## src/rtl/cqs_pkg.sv

```systemverilog
// Shared types and constants for the circular queue with search.
package cqs_pkg;

  localparam int unsigned CFG_W   = 5;
  localparam int unsigned DATA_W  = 32;
  localparam int unsigned POS_W   = 5;

  typedef enum logic [1:0] {
    FN_INSERT  = 2'd0,
    FN_DELETE  = 2'd1,
    FN_SEARCH  = 2'd2,
    FN_DISPLAY = 2'd3
  } func_e;

  typedef enum logic [1:0] {
    ST_OK       = 2'd0,
    ST_FULL     = 2'd1,
    ST_EMPTY    = 2'd2,
    ST_NOTFOUND = 2'd3
  } status_e;

  typedef enum logic {
    S_IDLE = 1'b0,
    S_EXEC = 1'b1
  } state_e;

  typedef struct packed {
    func_e                    func;
    logic signed [DATA_W-1:0] value;
  } in_t;

  typedef struct packed {
    status_e                  status;
    logic signed [DATA_W-1:0] data;
    logic [POS_W-1:0]         position;
    logic                     last;
  } out_t;

  // controller -> datapath
  typedef struct packed {
    logic    start;      // latch key, walk pointer to head
    logic    ins_first;  // insert into empty queue
    logic    ins_next;   // insert behind tail
    logic    pop;        // drop head
    logic    step;       // advance walk pointer
    logic    emit;       // load output register
    status_e emit_status;
    logic    emit_data;
    logic    emit_pos;
    logic    emit_last;
  } cmd_t;

  // datapath -> controller
  typedef struct packed {
    logic empty;
    logic full;
    logic at_tail;
    logic pos_max;
    logic match;
    logic out_free;
  } sts_t;

endpackage

```

## src/rtl/cqs_ctrl.sv

```systemverilog
// Controller state machine: sequences one operation per accepted item.
module cqs_ctrl import cqs_pkg::*; (
  input  logic  clk_i,
  input  logic  rst_ni,
  input  logic  in_valid_i,
  input  func_e in_func_i,
  output logic  in_stall_o,
  input  sts_t  sts_i,
  output cmd_t  cmd_o
);

  state_e state_q, state_d;
  func_e  func_q, func_d;

  always_ff @(posedge clk_i or negedge rst_ni) begin
    if (!rst_ni) begin
      state_q <= S_IDLE;
    end else begin
      state_q <= state_d;
    end
  end

  always_ff @(posedge clk_i) begin
    func_q <= func_d;
  end

  assign in_stall_o = (state_q != S_IDLE);

  always_comb begin
    state_d = state_q;
    func_d  = func_q;
    cmd_o   = '0;
    case (state_q)
      S_IDLE: begin
        if (in_valid_i) begin
          cmd_o.start = 1'b1;
          func_d      = in_func_i;
          state_d     = S_EXEC;
        end
      end
      S_EXEC: begin
        if (sts_i.out_free) begin
          case (func_q)
            FN_INSERT: begin
              cmd_o.emit      = 1'b1;
              cmd_o.emit_last = 1'b1;
              state_d         = S_IDLE;
              if (sts_i.empty) begin
                cmd_o.ins_first = 1'b1;
              end else if (sts_i.full) begin
                cmd_o.emit_status = ST_FULL;
              end else begin
                cmd_o.ins_next = 1'b1;
              end
            end
            FN_DELETE: begin
              cmd_o.emit      = 1'b1;
              cmd_o.emit_last = 1'b1;
              state_d         = S_IDLE;
              if (sts_i.empty) begin
                cmd_o.emit_status = ST_EMPTY;
              end else begin
                cmd_o.emit_data = 1'b1;
                cmd_o.pop       = 1'b1;
              end
            end
            FN_SEARCH: begin
              if (sts_i.empty) begin
                cmd_o.emit        = 1'b1;
                cmd_o.emit_last   = 1'b1;
                cmd_o.emit_status = ST_EMPTY;
                state_d           = S_IDLE;
              end else if (sts_i.match) begin
                cmd_o.emit      = 1'b1;
                cmd_o.emit_last = 1'b1;
                cmd_o.emit_pos  = 1'b1;
                state_d         = S_IDLE;
              end else if (sts_i.at_tail || sts_i.pos_max) begin
                cmd_o.emit        = 1'b1;
                cmd_o.emit_last   = 1'b1;
                cmd_o.emit_status = ST_NOTFOUND;
                state_d           = S_IDLE;
              end else begin
                cmd_o.step = 1'b1;
              end
            end
            FN_DISPLAY: begin
              cmd_o.emit = 1'b1;
              if (sts_i.empty) begin
                cmd_o.emit_last   = 1'b1;
                cmd_o.emit_status = ST_EMPTY;
                state_d           = S_IDLE;
              end else begin
                cmd_o.emit_data = 1'b1;
                cmd_o.emit_last = sts_i.at_tail || sts_i.pos_max;
                if (sts_i.at_tail || sts_i.pos_max) begin
                  state_d = S_IDLE;
                end else begin
                  cmd_o.step = 1'b1;
                end
              end
            end
            default: begin
              state_d = S_IDLE;
            end
          endcase
        end
      end
      default: begin
        state_d = S_IDLE;
      end
    endcase
  end

endmodule

```

## src/rtl/cqs_dp.sv

```systemverilog
// Datapath: slot memory, head/tail indexes, walk pointer and output register.
module cqs_dp import cqs_pkg::*; #(
  parameter int unsigned DEPTH = 16
) (
  input  logic               clk_i,
  input  logic               rst_ni,
  input  logic               cfg_we_i,
  input  logic [CFG_W-1:0]   cfg_data_i,
  input  logic signed [31:0] in_value_i,
  input  cmd_t               cmd_i,
  output sts_t               sts_o,
  output logic               out_valid_o,
  input  logic               out_stall_i,
  output out_t               out_o
);

  localparam int unsigned IW = (DEPTH > 1) ? $clog2(DEPTH) : 1;
  localparam int unsigned CW = $clog2(DEPTH + 1);
  localparam int unsigned XW = (CW > CFG_W) ? CW : CFG_W;

  logic signed [31:0] mem [DEPTH];

  logic [IW-1:0]      head_q, head_d, tail_q, tail_d, ptr_q, ptr_d;
  logic               empty_q, empty_d;
  logic [CW-1:0]      cap_q, cap_d, pos_q, pos_d;
  logic signed [31:0] key_q, key_d, rd_data_q;
  logic               out_valid_q, out_valid_d;
  out_t               out_q, out_d;

  logic [IW-1:0]      nxt_head, nxt_tail, nxt_ptr, wr_addr;
  logic               wr_en;
  logic [XW-1:0]      cfg_x;

  // wraps at the configured capacity
  function automatic logic [IW-1:0] next_idx(input logic [IW-1:0] i,
                                             input logic [CW-1:0] cap);
    logic [IW:0] n;
    n = {1'b0, i} + (IW+1)'(1);
    return (n >= (IW+1)'(cap)) ? '0 : n[IW-1:0];
  endfunction

  assign nxt_head = next_idx(head_q, cap_q);
  assign nxt_tail = next_idx(tail_q, cap_q);
  assign nxt_ptr  = next_idx(ptr_q, cap_q);
  assign cfg_x    = XW'(cfg_data_i);

  assign sts_o.empty    = empty_q;
  assign sts_o.full     = (head_q == nxt_tail);
  assign sts_o.at_tail  = (ptr_q == tail_q);
  assign sts_o.pos_max  = (pos_q == CW'(DEPTH));
  assign sts_o.match    = (rd_data_q == key_q);
  assign sts_o.out_free = !out_valid_q || !out_stall_i;

  assign wr_en   = cmd_i.ins_first || cmd_i.ins_next;
  assign wr_addr = cmd_i.ins_first ? '0 : nxt_tail;

  always_comb begin
    head_d      = head_q;
    tail_d      = tail_q;
    empty_d     = empty_q;
    cap_d       = cap_q;
    ptr_d       = ptr_q;
    pos_d       = pos_q;
    key_d       = key_q;
    out_d       = out_q;
    out_valid_d = out_valid_q && out_stall_i;

    if (cfg_we_i) begin
      if (cfg_x == '0) begin
        cap_d = CW'(1);
      end else if (cfg_x > XW'(DEPTH)) begin
        cap_d = CW'(DEPTH);
      end else begin
        cap_d = CW'(cfg_x);
      end
      head_d  = '0;
      tail_d  = '0;
      empty_d = 1'b1;
    end

    if (cmd_i.start) begin
      ptr_d = head_q;
      pos_d = CW'(1);
      key_d = in_value_i;
    end
    if (cmd_i.step) begin
      ptr_d = nxt_ptr;
      pos_d = pos_q + CW'(1);
    end
    if (cmd_i.ins_first) begin
      head_d  = '0;
      tail_d  = '0;
      empty_d = 1'b0;
    end
    if (cmd_i.ins_next) begin
      tail_d = nxt_tail;
    end
    if (cmd_i.pop) begin
      if (head_q == tail_q) begin
        head_d  = '0;
        tail_d  = '0;
        empty_d = 1'b1;
      end else begin
        head_d = nxt_head;
      end
    end
    if (cmd_i.emit) begin
      out_valid_d     = 1'b1;
      out_d.status    = cmd_i.emit_status;
      out_d.data      = cmd_i.emit_data ? rd_data_q : '0;
      out_d.position  = cmd_i.emit_pos ? POS_W'(pos_q) : '0;
      out_d.last      = cmd_i.emit_last;
    end
  end

  always_ff @(posedge clk_i or negedge rst_ni) begin
    if (!rst_ni) begin
      head_q      <= '0;
      tail_q      <= '0;
      empty_q     <= 1'b1;
      cap_q       <= CW'(DEPTH < 16 ? DEPTH : 16);
      out_valid_q <= 1'b0;
    end else begin
      head_q      <= head_d;
      tail_q      <= tail_d;
      empty_q     <= empty_d;
      cap_q       <= cap_d;
      out_valid_q <= out_valid_d;
    end
  end

  always_ff @(posedge clk_i) begin
    ptr_q <= ptr_d;
    pos_q <= pos_d;
    key_q <= key_d;
    out_q <= out_d;
  end

  // read follows the next walk pointer, so data for ptr_q is ready each cycle
  always_ff @(posedge clk_i) begin
    rd_data_q <= mem[ptr_d];
  end

  always_ff @(posedge clk_i) begin
    if (wr_en) begin
      mem[wr_addr] <= key_q;
    end
  end

  assign out_valid_o = out_valid_q;
  assign out_o       = out_q;

endmodule

```

## src/rtl/circular_queue_with_search.sv

```systemverilog
// Circular queue with search: top level joining controller and datapath.
// Insert/delete: S_IDLE takes the input, S_EXEC loads the result when output is free.
// Search and display walk one stored entry per cycle while the output is free, reading
// the slots; at most DEPTH entries are walked, and display emits a result for each.
// A new item is taken the cycle after the final result is loaded into the output register.
// Reset (async, active low) empties the queue, capacity = min(DEPTH, 16), slots undefined.
module circular_queue_with_search import cqs_pkg::*; #(
  parameter int unsigned DEPTH = 16
) (
  input  logic             clk_i,
  input  logic             rst_ni,
  input  logic             cfg_we_i,
  input  logic [CFG_W-1:0] cfg_data_i,
  input  logic             in_valid_i,
  output logic             in_stall_o,
  input  in_t              in_i,
  output logic             out_valid_o,
  input  logic             out_stall_i,
  output out_t             out_o
);

  cmd_t cmd;
  sts_t sts;

  cqs_ctrl u_ctrl (
    .clk_i      (clk_i),
    .rst_ni     (rst_ni),
    .in_valid_i (in_valid_i),
    .in_func_i  (in_i.func),
    .in_stall_o (in_stall_o),
    .sts_i      (sts),
    .cmd_o      (cmd)
  );

  cqs_dp #(
    .DEPTH (DEPTH)
  ) u_dp (
    .clk_i       (clk_i),
    .rst_ni      (rst_ni),
    .cfg_we_i    (cfg_we_i),
    .cfg_data_i  (cfg_data_i),
    .in_value_i  (in_i.value),
    .cmd_i       (cmd),
    .sts_o       (sts),
    .out_valid_o (out_valid_o),
    .out_stall_i (out_stall_i),
    .out_o       (out_o)
  );

endmodule

```

## config.mk

```make
export PLATFORM = sky130hd
export DESIGN_NAME = circular_queue_with_search
export DESIGN_NICKNAME = d
export VERILOG_FILES = /design/src/rtl/cqs_pkg.sv /design/src/rtl/cqs_ctrl.sv /design/src/rtl/cqs_dp.sv /design/src/rtl/circular_queue_with_search.sv
export SDC_FILE = /design/constraint.sdc
export NUM_CORES = 1
export LEC_CHECK = 0
export BUFFER_PORTS_ARGS = -buffer_cell sky130_fd_sc_hd__buf_2
export CORE_MARGIN = 1
export CORE_UTILIZATION = 35
export CTS_BUF_LIST = sky130_fd_sc_hd__clkbuf_16
export CTS_CLUSTER_DIAMETER = 120
export DETAILED_ROUTE_END_ITERATION = 10
export PLACE_DENSITY = 0.55
export SKIP_CTS_REPAIR_TIMING = 1
export SLEW_MARGIN = 10
export SYNTH_ARGS = -nofsm -noshare
export SYNTH_HDL_FRONTEND = slang
export SYNTH_SLANG_ARGS = --single-unit
```

## constraint.sdc

```tcl
create_clock -name clk_i -period 10.1 [get_ports clk_i]
set_input_delay 2.02 -clock clk_i [delete_from_list [all_inputs] [get_ports clk_i]]
set_output_delay 2.02 -clock clk_i [all_outputs]
set_load 0.01 [all_outputs]
```

After elaboration in Yosys (flattened, before gate mapping)
Memory sizes are Yosys's and may differ from the RTL's. A register that Yosys moved wholly into a read port is not among the register bits.
Cells that the tools add are included.
{ "word_totals": {"regBits": 99, "latchBits": 0, "mem_bits_rw": 512, "mem_bits_ro": 0, "in_bits": 44, "out_inout_bits": 42, "wordCells": 107, "memories": 1} }
{ "op_classes": {"n_addsub": 4, "n_mul": 0, "div": 0, "magnitude_cmp": 4, "n_eq_ne": 8, "n_shift": 0, "n_mux": 61, "n_bitwise": 1, "reduce_logical": 14} }
{ "mem_list": {"columns": ["memory", "depth", "width", "read_ports", "rd_ports_with_merged_regs", "write_ports", "line", "rtl"], "rows": [
  ["u_dp.mem", 16, 32, 1, 1, 1, "cqs_dp.sv:21", "logic signed [31:0] mem [DEPTH];"]
]} }
{ "ops": {"columns": ["cell", "n"], "rows": [
  ["$mux 4", 15],
  ["$eq 32x32->1", 1],
  ["$mux 1", 29],
  ["$mux 10", 2],
  ["$mux 5", 4],
  ["$add 4x1->5 const B", 3],
  ["$ge 5x5->1", 3],
  ["$eq 4x4->1", 3],
  ["$pmux 3 s3", 1],
  ["$mux 2", 4],
  ["$mux 3", 2],
  ["$pmux 1 s3", 2],
  ["$add 5x1->5 const B", 1],
  ["$eq 5x5->1 const B", 1],
  ["$gt 5x5->1 const B", 1],
  ["$logic_not 5->1", 1],
  ["$eq 2x2->1 const B", 2],
  ["$pmux 1 s2", 2],
  ["$reduce_and 2->1", 2],
  ["$reduce_or 2->1", 2],
  ["$logic_or 1x1->1", 3],
  ["$reduce_bool 3->1", 1],
  ["$eq 2x1->1 const B", 1],
  ["$logic_not 1->1", 2],
  ["4 further kinds", 4]
]} }

Logic depth before layout (Yosys ltp)
Gate-level depths: netlist of the first run.
{ "depth": {"word_depth": 13, "depth_mapped": 14, "depth_no_buf": 11} }

By module
A second synthesis of the first run with hierarchy kept.
{ "hier_totals": {"cells_unflattened": 1966, "area_unflattened_um2": 27147.3} }
{ "by_module_without_submodules": {"columns": ["mod", "instances", "cells_per_inst", "area_per_inst_um2", "seq_area_each_um2"], "rows": [
  ["cqs_dp", 1, 1940, 26910.8, 18785.5],
  ["cqs_ctrl", 1, 26, 236.5, 85.1]
]} }

Least setup slack after synthesis of the first run
No wires, ideal clock.
{ "synth_timing": {"kind": "input to register", "from": "input out_stall_i", "to": "memory u_dp.mem[4][0], enable pin", "setup_ns": 0.595, "arrival_time_ns": 8.077, "required_ns": 9.505, "setup_slack_ns": 1.428, "path_stages": 6, "n_path_buf": 1, "cell_sequence": "a21bo_1 > nor2_1 > nand2_1 > o21bai_1 > clkbuf_1 > a2111oi_0"} }
{ "synth_between": {"elab_chain_cells": 7, "elab_cells_between_ends": 8, "classes_between": "mux: 5; reduce/logical: 3"} }
{ "synth_lines": {"columns": ["element", "line", "rtl"], "rows": [
  ["start: declaration", "circular_queue_with_search.sv:18", "input logic out_stall_i,"],
  ["$logic_not 1->1 *", "cqs_dp.sv:52", "assign sts_o.out_free = !out_valid_q || !out_stall_i;"],
  ["$logic_or 1x1->1 *", "cqs_dp.sv:52", null],
  ["$mux 10 *", "cqs_ctrl.sv:42", "if (sts_i.out_free) begin"],
  ["$mux 10 *", "cqs_ctrl.sv:33", "case (state_q)"],
  ["$logic_or 1x1->1", "cqs_dp.sv:54", "assign wr_en = cmd_i.ins_first || cmd_i.ins_next;"],
  ["$mux 1", "cqs_dp.sv:145", "if (wr_en) begin"],
  ["$mux 1 (implied by the code)", "cqs_dp.sv:146", "mem[wr_addr] <= key_q;"],
  ["end: declaration", "cqs_dp.sv:21", null]
]} }
Every way passes the cells marked *; elsewhere a longest branch is shown, timed or not.

Final worst setup path of the first run
{ "layout_timing": {"from": "input out_stall_i", "to": "register u_dp.rd_data_q[17], read port of u_dp.mem"} }
{ "layout_between": {"elab_chain_cells": 5} }
{ "layout_lines": {"columns": ["element", "line", "rtl"], "rows": [
  ["$logic_not 1->1", "cqs_dp.sv:52", null],
  ["$logic_or 1x1->1", "cqs_dp.sv:52", null],
  ["$mux 10", "cqs_ctrl.sv:42", null],
  ["$mux 10", "cqs_ctrl.sv:33", null],
  ["$mux 4", "cqs_dp.sv:86", "if (cmd_i.step) begin"],
  ["end: declaration", "cqs_dp.sv:26", "logic signed [31:0] key_q, key_d, rd_data_q;"]
]} }
Every way passes these cells.
A chain may end at the register's enable or synchronous reset.

==> metrics.md, run 1 <==
| Metric | Value |
|---|---|
| Htree depth | 3 |
| Slowest stage delay, CP | 0.77 ns |
| Power Density | 210 mW/mm2 |
| Mapped Area | roughly 0.025 mm2 |
| Crit path from | out_stall_i |
| Initial antenna violation count | 1 |
| Area of the core | slightly above 0.07 mm2 |
| HP Class | flop to flop |
| Syn Nets | 1,513 |
| Antenna Nets Post-Route | 0 |
| Fraction of layout cells with a size suffix above 1 | 0.151 |
| Storage cell area | roughly 0.019 mm2 |
| Row cnt | 97 |
| Most common cell after layout, fill and taps aside | edfxtp_1 |
| Status | finished, final reports clean |
| Crit Path Category | primary input to flop |
| Synth Flop Type | edfxtp_1 |
| Setup TNS | 0 ns |
| Sequential area share after synthesis | 0.751 |
| Die Y | 270 um |
| Post-synth EDFFs | approximately 590 |
| Reg2Reg Depth | 9 |
| PortBufs | 85 |
| DRC | 0 |
| Critical R2R Capture | u_dp.rd_data_q[17] |
| Final Hold Viols | 0 |
| # IOs | 86 |
| CTS tree | built |
| Nets@finish | 1,632 |
| Clock Path Buffers | 3 |
| Commonest non-fill, non-tap cells in the layout | 591 x edfxtp_1, 264 x mux2i_1, 128 x o22ai_1, 85 x buf_2, 70 x clkbuf_16 |
| Worst slew margin | 0.229 |
| Mean post-synth cell area | 17.3 um2 |
| Area grow syn2layout | 15.3% |
| Critical Path RT | 10.58 ns |
| Vias | 13,329 |
| Reg-to-Reg Start | u_dp.key_q[20] |
| Hold depth | 1 |
| DR pass1 iterations | 5 |
| Synth unique cells | 57 |
| CP max FO | between 100 and 150 |
| Post-detailed-route wirelength per cell | approximately 25 um |
| Slew Viols, Final | 0 |
| Post-DP HPWL | 32.1 mm |
| CP Launch Type | primary input |
| Yosys reg bits | approximately 640 |
| Critical Path AT | 5.72 ns |
| Overflow after GRT | 0 |
| Worst Tran Pin Value | 1.16 ns |
| Clock skew | 0.0181 ns |
| CP max stage cell | buf_12 |
| Minimum clock period after layout | 5.24 ns |
| GRT Overall Usage | 0.171 |
| Die Area | 0.0728 mm2 |
| Die Width | 270 um |
| Gpl congestion | 0.776 |
| Drt total wl | about 63 mm |
| Clk slew on worst S/H paths | roughly 0.060 ns |
| Max_cap viols | 0 |
| Clk root buf | clkbuf_16 |
| Post-Synthesis Cells | 1,449 |
| Final setup fails | 0 |
| Yosys warns | 0 |
| Multi-input gate area | 0.00601 mm2 |
| CTS sink cnt | 643 |
| Via/cell ratio | approximately 5.2 |
| Final period util | 0.519 |
| Crit path to | u_dp.rd_data_q[17] |
| CTS Buf Count | slightly below 70 |
| Largest net degree at the start of global routing | 148 |
| Clk_lat worst skew | 0.62 ns |
| Achievable clock frequency | 0.191 GHz |
| DRT iter0 DRCs | ~1,200 |
| CP endpoint kind | flop |
| Starting Density | 0.356 |
| FILL cells | 6,275 |
| Maximum vdd drop | 0.000117 V |
| Hold Slack | 0.535 ns |
| Async SR Flop Fraction | 0.0249 |
| R2R setup slack | between 4 and 5 ns |
| Worst-path cell chain | buf_2, a21bo_1, nor3_2, o211ai_1, nand3_4, buf_12, mux2i_1, o22ai_1, or4_1 |
| Unrepaired setup endpoints after global routing | no |
| First-pass GRT wire length | 91.4 mm |
| Leakage | 0.0116 uW |
| Vias in the first global route | 13,364 |
## metrics by stage
stage | area, um2 | worst slack [ns] | total power (uW) | instances | util
final | 29000 | 4.86 | 6070 | 2561 | 0.411
after global routing | 28900 | 4.60 | 6270 | 2559 | 0.411
after CTS | 28900 | 4.90 | 6130 | 2559 | 0.411
after detailed placement | 26800 | 4.36 | 3760 | 2437 | 0.381
after global placement | 26800 | 4.43 | 3750 | 2437 | 0.381
after floorplan | 25100 | 1.43 | 3500 | 1449 | -
## registers in the layout, indices dropped and copies added, names as in the netlist
register / count
u_ctrl.func_q: 2
u_ctrl.in_stall_o: 1
u_dp.cap_q: 5
u_dp.empty_q: 1
u_dp.head_q: 4
u_dp.key_q: 32
u_dp.mem: 512
u_dp.out_o: 40
u_dp.out_valid_o: 1
u_dp.pos_q: 5
u_dp.ptr_q: 4
u_dp.rd_data_q: 32
u_dp.tail_q: 4
## cell type report
| cell class | instances | area share |
|---|---|---|
| diodes | 2 | 0.000173 |
| multi-input cells | 718 | 0.207 |
| repair buffers | 121 | 0.0249 |
| flip-flops and latches | 643 | 0.652 |
| clock buffers | 70 | 0.0605 |
| inverters | 15 | 0.00194 |
| clock inverters | 52 | 0.0127 |
| well taps | 940 | 0.0406 |
## synthesized netlist by cell type, types with 5 or more instances
master    number  share of area
a21o_1         9         0.0027
a21oi_1        7         0.0014
and2_1         6         0.0015
and3_1        38         0.0095
buf_2         37         0.0074
buf_6         13         0.0058
clkbuf_1      18         0.0027
dfrtp_1       14          0.014
dfxtp_1       36          0.029
edfxtp_1     591           0.71
ha_1          20          0.010
inv_1         15         0.0022
mux2i_1      264           0.11
nand2_1       23         0.0034
nand2b_1      14         0.0035
nand3_1       13         0.0026
nand4_1        5         0.0012
nor2_1        14         0.0021
nor3_1         8         0.0016
nor4_1        21         0.0052
o211ai_1       6         0.0018
o21ai_0       13         0.0026
o22ai_1      128          0.032
or4_1         32         0.0096
xnor2_1       10         0.0035
xor2_1        41          0.014
## logic make-up after synthesis
logic type                 count (synthesis)  share of synthesized area
AOI/OAI and AO/OA                        191                     0.0503
xor gates and xnor gates                  51                     0.0178
adders and majority gates                 20                    0.00996
buffers and inverters                     88                     0.0195
DFF                                      643                      0.751
muxes                                    265                      0.106
and+or+nand+nor                          191                     0.0456
## how the worst min path moves through the flow
stage,start,endpoint,slack [ns]
after floorplan,u_dp.cap_q[4],u_dp.cap_q[4],0.52
after global placement,u_dp.out_valid_o,u_dp.out_valid_o,0.51
final,u_dp.out_valid_o,u_dp.out_valid_o,0.53
after detailed placement,u_dp.out_valid_o,u_dp.out_valid_o,0.53
after global routing,u_dp.out_valid_o,u_dp.out_valid_o,0.58
after CTS,u_dp.out_valid_o,u_dp.out_valid_o,0.54
## power by group
group          total (uW)  internal [uW]  switching (uW)
clock                2370           1340            1030
combinational         413            129             285
sequential           3280           3140             140
total                6070           4610            1450
## critical path, delay by kind of cell
kind | cells | cell delay [ns]
simple gates | 3 | 1.62
buf+inv | 2 | 0.89
compound gates | 3 | 0.64
mux | 1 | 0.31
## metal layers
| layer | GRT usage | share of wire | vias up |
|---|---|---|---|
| li1 | - | - | 6027 |
| met1 | 0.242 | 0.46 | 6858 |
| met2 | 0.274 | 0.47 | 356 |
| met3 | 0.0284 | 0.051 | 88 |
| met4 | 0.0423 | 0.020 | 0 |
| met5 | 0 | 0 | - |
Power figures use the tool's default switching activity.
==> inputs of run 2 (changes only) <==
PLACE_DENSITY = 0.57   (was 0.55)
clock period = 4.4 ns   (was 10.1 ns; I/O delays follow)
==> metrics.md, run 2 (same netlist as run 1, synthesis figures left out) <==
| Metric | Value |
|---|---|
| Drt total wl | 63.2 mm (+0.62%) |
| GRT Overall Usage | 0.173 (+0.00216) |
| Clk slew on worst S/H paths | 0.06 ns (about the same) |
| First-pass GRT wire length | 92.6 mm (+1.3%) |
| Final period util | 0.964 |
| Slowest stage delay, CP | 0.89 ns (+0.12 ns) |
| Starting Density | 0.356 (unchanged) |
| Commonest non-fill, non-tap cells in the layout | 591 x edfxtp_1, 264 x mux2i_1, 128 x o22ai_1, 85 x buf_2, 71 x clkbuf_16 |
| Htree depth | 3 (unchanged) |
| Critical Path AT | 4.70 ns (-1.02 ns) |
| DR pass1 iterations | 5 (unchanged) |
| Post-DP HPWL | 37.7 mm (+17%) |
| Hold Slack | 0.198 ns (-0.337 ns) |
| Cell family with most CP delay | simple AND/OR/NAND/NOR gates |
| FILL cells | 6,213 (-0.99%) |
| Setup TNS | 0 ns (unchanged) |
| Final Hold Viols | 0 (unchanged) |
| Via/cell ratio | 5.17 (-0.67%) |
| CTS tree | built |
| Area grow syn2layout | 18.7% |
| Vias | 13,519 (+1.4%) |
| DRT iter0 DRCs | 1,261 (+9.3%) |
| CP bufs+invs | 2 (unchanged) |
| Final Total Pwr | 14,100 uW (+130%) |
| Power Density | 473 mW/mm2 (+130%) |
| Clock Path Buffers | 3 (unchanged) |
| Worst-path cell chain | xor2_1, nor4_1, nand4_1, nor3_2, buf_4, nor4_1, o2bb2ai_4, buf_12, o22ai_1, or4_1 |
| Die Width | 270 um (unchanged) |
| Critical Path RT | 4.86 ns (-5.72 ns) |
| Clock skew | 0.0268 ns (+0.00870 ns) |
| Worst slew margin | 0.221 (-0.00829) |
| Final non-filler cell total | 2,615 (+2.1%) |
| Most common cell after layout, fill and taps aside | edfxtp_1 |
| Die Y | 270 um (unchanged) |
| Nets@finish | 1,685 (+3.2%) |
| Largest net degree at the start of global routing | 64 (-57%) |
| # IOs | 86 (unchanged) |
| Final setup fails | 0 (unchanged) |
| Die Area | 0.0728 mm2 (unchanged) |
| Row cnt | 97 (unchanged) |
| CP max FO | 17 (-88%) |
| Antenna Nets Post-Route | 0 (unchanged) |
| Maximum vdd drop | 0.000289 V (+150%) |
| Reg with most FFs | u_dp.mem |
| Post-detailed-route wirelength per cell | 24.2 um (-1.5%) |
| Slew Viols, Final | 0 (unchanged) |
| Clk_lat worst skew | 0.61 ns (about the same) |
| Max_cap viols | 0 (unchanged) |
| Worst Tran Pin Value | 1.17 ns (+0.00934 ns) |
| HP Class | primary input to async pin |
| Vias in the first global route | 13,890 (+3.9%) |
| Worst path most repeated cell | nor4_1 |
| CP endpoint kind | flop |
| Initial antenna violation count | 2 (+1) |
| CTS Buf Count | 69 (unchanged) |
| Clk root buf | clkbuf_16 |
| Crit Path Category | flop to flop |
| Gpl congestion | 0.804 (+3.7%) |
| Unrepaired setup endpoints after global routing | no |
| CP max stage cell | nor4_1 |
| DRC | 0 (unchanged) |
| Leakage | 0.0120 uW (+3.5%) |
| Fraction of layout cells with a size suffix above 1 | 0.185 (+0.0333) |
| PortBufs | 85 (unchanged) |
| Status | finished, final reports clean |
| Achievable clock frequency | 0.236 GHz |
| Largest register FFs | 512 (unchanged) |
| CP Launch Type | flop |
| CTS sink cnt | 643 (unchanged) |
| Minimum clock period after layout | 4.24 ns |
| Area of the core | 0.0705 mm2 (unchanged) |
| Placed Cells | 2,487 (+2.1%) |
| Overflow after GRT | 0 (unchanged) |
-- run 2: final cells by class --
type	instances	area, um2	share of cell area
Clock inverter	53	369	0.0124
Tap cell	940	1180	0.0394
Multi-Input combinational cell	718	6150	0.206
Clock buffer	71	1780	0.0596
Inverter	15	56.3	0.00189
Timing Repair Buffer	174	1420	0.0476
Sequential cell	643	18900	0.633
Antenna cell	1	2.50	0.0000839
-- run 2: worst paths after layout --
path	startpoint	endpoint	slack, ns	depth (start not counted)
max in group asynchronous	rst_ni	u_dp.cap_q[4]	3.87	1
min in group clk_i	in_i[21]	u_dp.key_q[21]	0.45	1
worst max-delay path	u_dp.key_q[15]	u_dp.rd_data_q[11]	0.16	10
worst max register to register	u_dp.key_q[15]	u_dp.rd_data_q[11]	0.16	10
worst min register to register	u_dp.out_valid_o	u_dp.out_valid_o	0.53	1
worst min-delay path	rst_ni	u_dp.tail_q[1]	0.20	1
-- run 2: through the flow --
stage	utilization	cell area [um2]	setup WS (ns)
2_1_floorplan	-	25200	-0.611
3_3_place_gp	0.392	27600	0.161
3_5_place_dp	0.392	27600	0.170
4_1_cts	0.422	29800	0.145
5_1_grt	0.423	29800	0.0819
6_report	0.423	29800	0.157
-- run 2: routing by layer --
layer	GRT usage	vias to the layer above	wire length, um
met5	0	-	0
li1	-	6151	-
met4	0.0517	0	1170
met2	0.278	395	29900
met1	0.240	6913	28400
met3	0.0303	60	3680
-- run 2: report_power, final --
part | total [uW] | switching (uW) | internal [uW]
Clock | 5490 | 2320 | 3170
Sequential | 7410 | 201 | 7210
Combinational | 1210 | 841 | 368
Total | 14100 | 3360 | 10700
==> inputs of run 3 (changes only) <==
ABC_AREA = 1   (was not set)
==> metrics.md, run 3 <==
| Metric | Value |
|---|---|
| Final Cell Area | 0.0324 mm2 (+8.8%) |
| Nets@finish | 2,803 (+66%) |
| CTS sink cnt | 643 (unchanged) |
| Syn Nets | 2,696 (+78%) |
| Largest register FFs | 512 (unchanged) |
| Count leader, synth | edfxtp_1 |
| DRT iter0 DRCs | 1,573 (+25%) |
| Worst slew margin | 0.223 (+0.00138) |
| Setup ws final | 0.540 ns (+0.383 ns) |
| Top post-synthesis cells by area | edfxtp_1 63%, nand3_1 9.4%, inv_1 6.9% |
| Fraction of layout cells with a size suffix above 1 | 0.104 (-0.0808) |
| Final period util | 0.877 (-0.0870) |
| PortBufs | 85 (unchanged) |
| Antenna Nets Post-Route | 0 (unchanged) |
| Maximum vdd drop | 0.000475 V (+64%) |
| Initial antenna violation count | 2 (unchanged) |
| Synth Flop Type | edfxtp_1 |
| Hold Slack | 0.200 ns (+0.00183 ns) |
| Overflow after GRT | 0 (unchanged) |
| Post-synth top area cell | edfxtp_1 |
| Storage cell area | 0.0189 mm2 (unchanged) |
| Worst Tran Pin Value | 1.17 ns (+0.00103 ns) |
| Die Y | 285 um (+5.7%) |
| Yosys reg bits | 643 (unchanged) |
| Utilization after layout | 0.410 (-0.0130) |
| CP max FO | 17 (unchanged) |
| GRT Overall Usage | 0.187 (+0.0138) |
| Post-detailed-route wirelength per cell | 19.7 um (-18%) |
| Leakage | 0.0135 uW (+13%) |
| Area of the core | 0.0791 mm2 (+12%) |
| Sequential area share after synthesis | 0.672 (-0.0790) |
| Die Area | 0.0813 mm2 (+12%) |
| First-pass GRT wire length | 115 mm (+24%) |
| Die Width | 285 um (+5.7%) |
| Slew Viols, Final | 0 (unchanged) |
| Worst slack at placement | 0.612 ns (+0.442 ns) |
| Post-Synthesis Cells | 2,632 (+82%) |
| Row cnt | 103 (+6.2%) |
| Yosys warns | 0 (unchanged) |
| Mean post-synth cell area | 10.7 um2 (-38%) |
| Drt total wl | 75.8 mm (+20%) |
| Multi-input gate area | 0.00679 mm2 (+10%) |
| Largest net degree at the start of global routing | 86 (+34%) |
| Status | finished, final reports clean |
| Post-DP HPWL | 43.5 mm (+15%) |
| Via/cell ratio | 4.86 (-6.0%) |
| CTS Buf Count | 70 (+1.4%) |
| Gpl congestion | 0.894 (+11%) |
| Vias | 18,678 (+38%) |
| Final Hold Viols | 0 (unchanged) |
| Mapped Area | 0.0281 mm2 (+12%) |
| Most common cell after layout, fill and taps aside | edfxtp_1 |
| CP Launch Type | flop |
| Critical Path AT | 4.11 ns (-0.59 ns) |
| Final setup fails | 0 (unchanged) |
| Clk slew on worst S/H paths | 0.06 ns (about the same) |
| DRC | 0 (unchanged) |
| Htree depth | 3 (unchanged) |
| Commonest non-fill, non-tap cells in the layout | 591 x edfxtp_1, 531 x inv_1, 526 x nand3_1, 496 x nand2_1, 96 x nand3b_1 |
| Starting Density | 0.355 (-0.00150) |
| # IOs | 86 (unchanged) |
| Clk root buf | clkbuf_16 |
| Area grow syn2layout | 15.5% |
| Critical Path RT | 4.65 ns (-0.21 ns) |
| Post-synth EDFFs | 591 (unchanged) |
| Clock Path Buffers | 3 (unchanged) |
| Unrepaired setup endpoints after global routing | no |
| CP endpoint kind | flop |
| Crit Path Category | flop to flop |
| Top post-synthesis cells by count | 591 x edfxtp_1, 526 x nand3_1, 515 x inv_1, 497 x nand2_1, 105 x nor2_1 |
| HP Class | primary input to async pin |
| Synth unique cells | 42 (-26%) |
| Placed cell area | 0.0302 mm2 (+9.5%) |
| Reg with most FFs | u_dp.mem |
| Clk_lat worst skew | 0.61 ns (about the same) |
| Max_cap viols | 0 (unchanged) |
| Achievable clock frequency | 0.259 GHz (+9.9%) |
| Minimum clock period after layout | 3.86 ns (-0.383 ns) |
| Antenna cell count | 0 (-1) |
| Clock skew | 0.0235 ns (-0.00326 ns) |
| FILL cells | 7,531 (+21%) |
| Yosys top cell area share | 0.632 (-0.0743) |
| DR pass1 iterations | 8 (+3) |
| Setup TNS | 0 ns (unchanged) |
| Async SR Flop Fraction | 0.0249 (unchanged) |
| Vias in the first global route | 18,427 (+33%) |
| Power Density | 601 mW/mm2 (+27%) |
| CTS tree | built |
==> run 3: cell count changes in the layout (fill, tap and decap cells not counted), sizes merged, moves of 14 or more <==
cell and change:
nand3b +95, nor4 -21, nand3 +515, o22ai -122, nor2 +93, xor2 -31, inv +506, and3 -37
buf -14, nand2 +477, nand2b -14, mux2i -263, xnor2 +16, or4 -32
==> run 3: cell type report <==
type | instances | area share
inverter | 522 | 0.0604
timing repair buffer | 160 | 0.0405
clock inverter | 55 | 0.0117
sequential | 643 | 0.582
tap | 1050 | 0.0405
clock buffer | 72 | 0.0556
multi-input combinational | 1342 | 0.209
==> run 3: path summary, 6_finish.rpt <==
| check | start | end | slack (ns) | depth (start not counted) |
|---|---|---|---|---|
| max | u_dp.tail_q[0] | u_dp.mem[10][29] | 0.54 | 16 |
| min | rst_ni | u_dp.head_q[0] | 0.20 | 1 |
| max reg2reg | u_dp.tail_q[0] | u_dp.mem[10][29] | 0.54 | 16 |
| min reg2reg | u_dp.out_valid_o | u_dp.out_valid_o | 0.51 | 2 |
| max in group asynchronous | rst_ni | u_dp.empty_q | 3.88 | 1 |
| min in group clk_i | in_i[1] | u_dp.key_q[1] | 0.45 | 1 |
==> run 3: power by group <==
group / total [uW] / internal (uW) / switching (uW) / leakage [uW]
Combinational: 6100 / 1880 / 4220 / 0.00651
Sequential: 7750 / 7360 / 389 / 0.00588
Clock: 5630 / 3260 / 2370 / 0.00113
Total: 19500 / 12500 / 6980 / 0.0135
==> run 3: cell families after synthesis <==
logic type | after synthesis | synth area share
multiplexers | 1 | 0.000357
flip-flops | 643 | 0.672
buffers and inverters | 647 | 0.0923
AO/OA/AOI/OAI | 36 | 0.00802
XOR/XNOR | 36 | 0.0112
AND/OR/NAND/NOR | 1249 | 0.207
adder cells (fa/ha/maj) | 20 | 0.00892
==> run 3: worst max-delay path, cell delays in order, from the launching register on <==
cell,delay [ns]
dfrtp_1,0.48
ha_1,0.24
xor2_1,0.28
ha_1,0.32
a21oi_1,0.17
o221a_2,0.24
nand2_1,0.12
nor2_1,0.16
inv_1,0.11
nand2_1,0.07
a21oi_1,0.07
nand2_1,0.21
nand2_1,0.10
inv_1,0.17
nand2_1,0.24
nor2_4,0.15
buf_4,0.36
==> run 3: stage by stage <==
stage / power (uW) / std cells
6_report: 19500 / 3844
5_1_grt: 20500 / 3844
3_3_place_gp: 13900 / 3717
2_1_floorplan: 11600 / 2632
3_5_place_dp: 14000 / 3717
4_1_cts: 19700 / 3844
==> run 3: per-layer routing <==
layer	vias to the layer above	GRT usage	wire, um
li1	8878	-	-
met1	9018	0.252	33000
met2	657	0.307	35800
met3	121	0.0323	5130
met4	4	0.0603	1790
met5	-	0	27
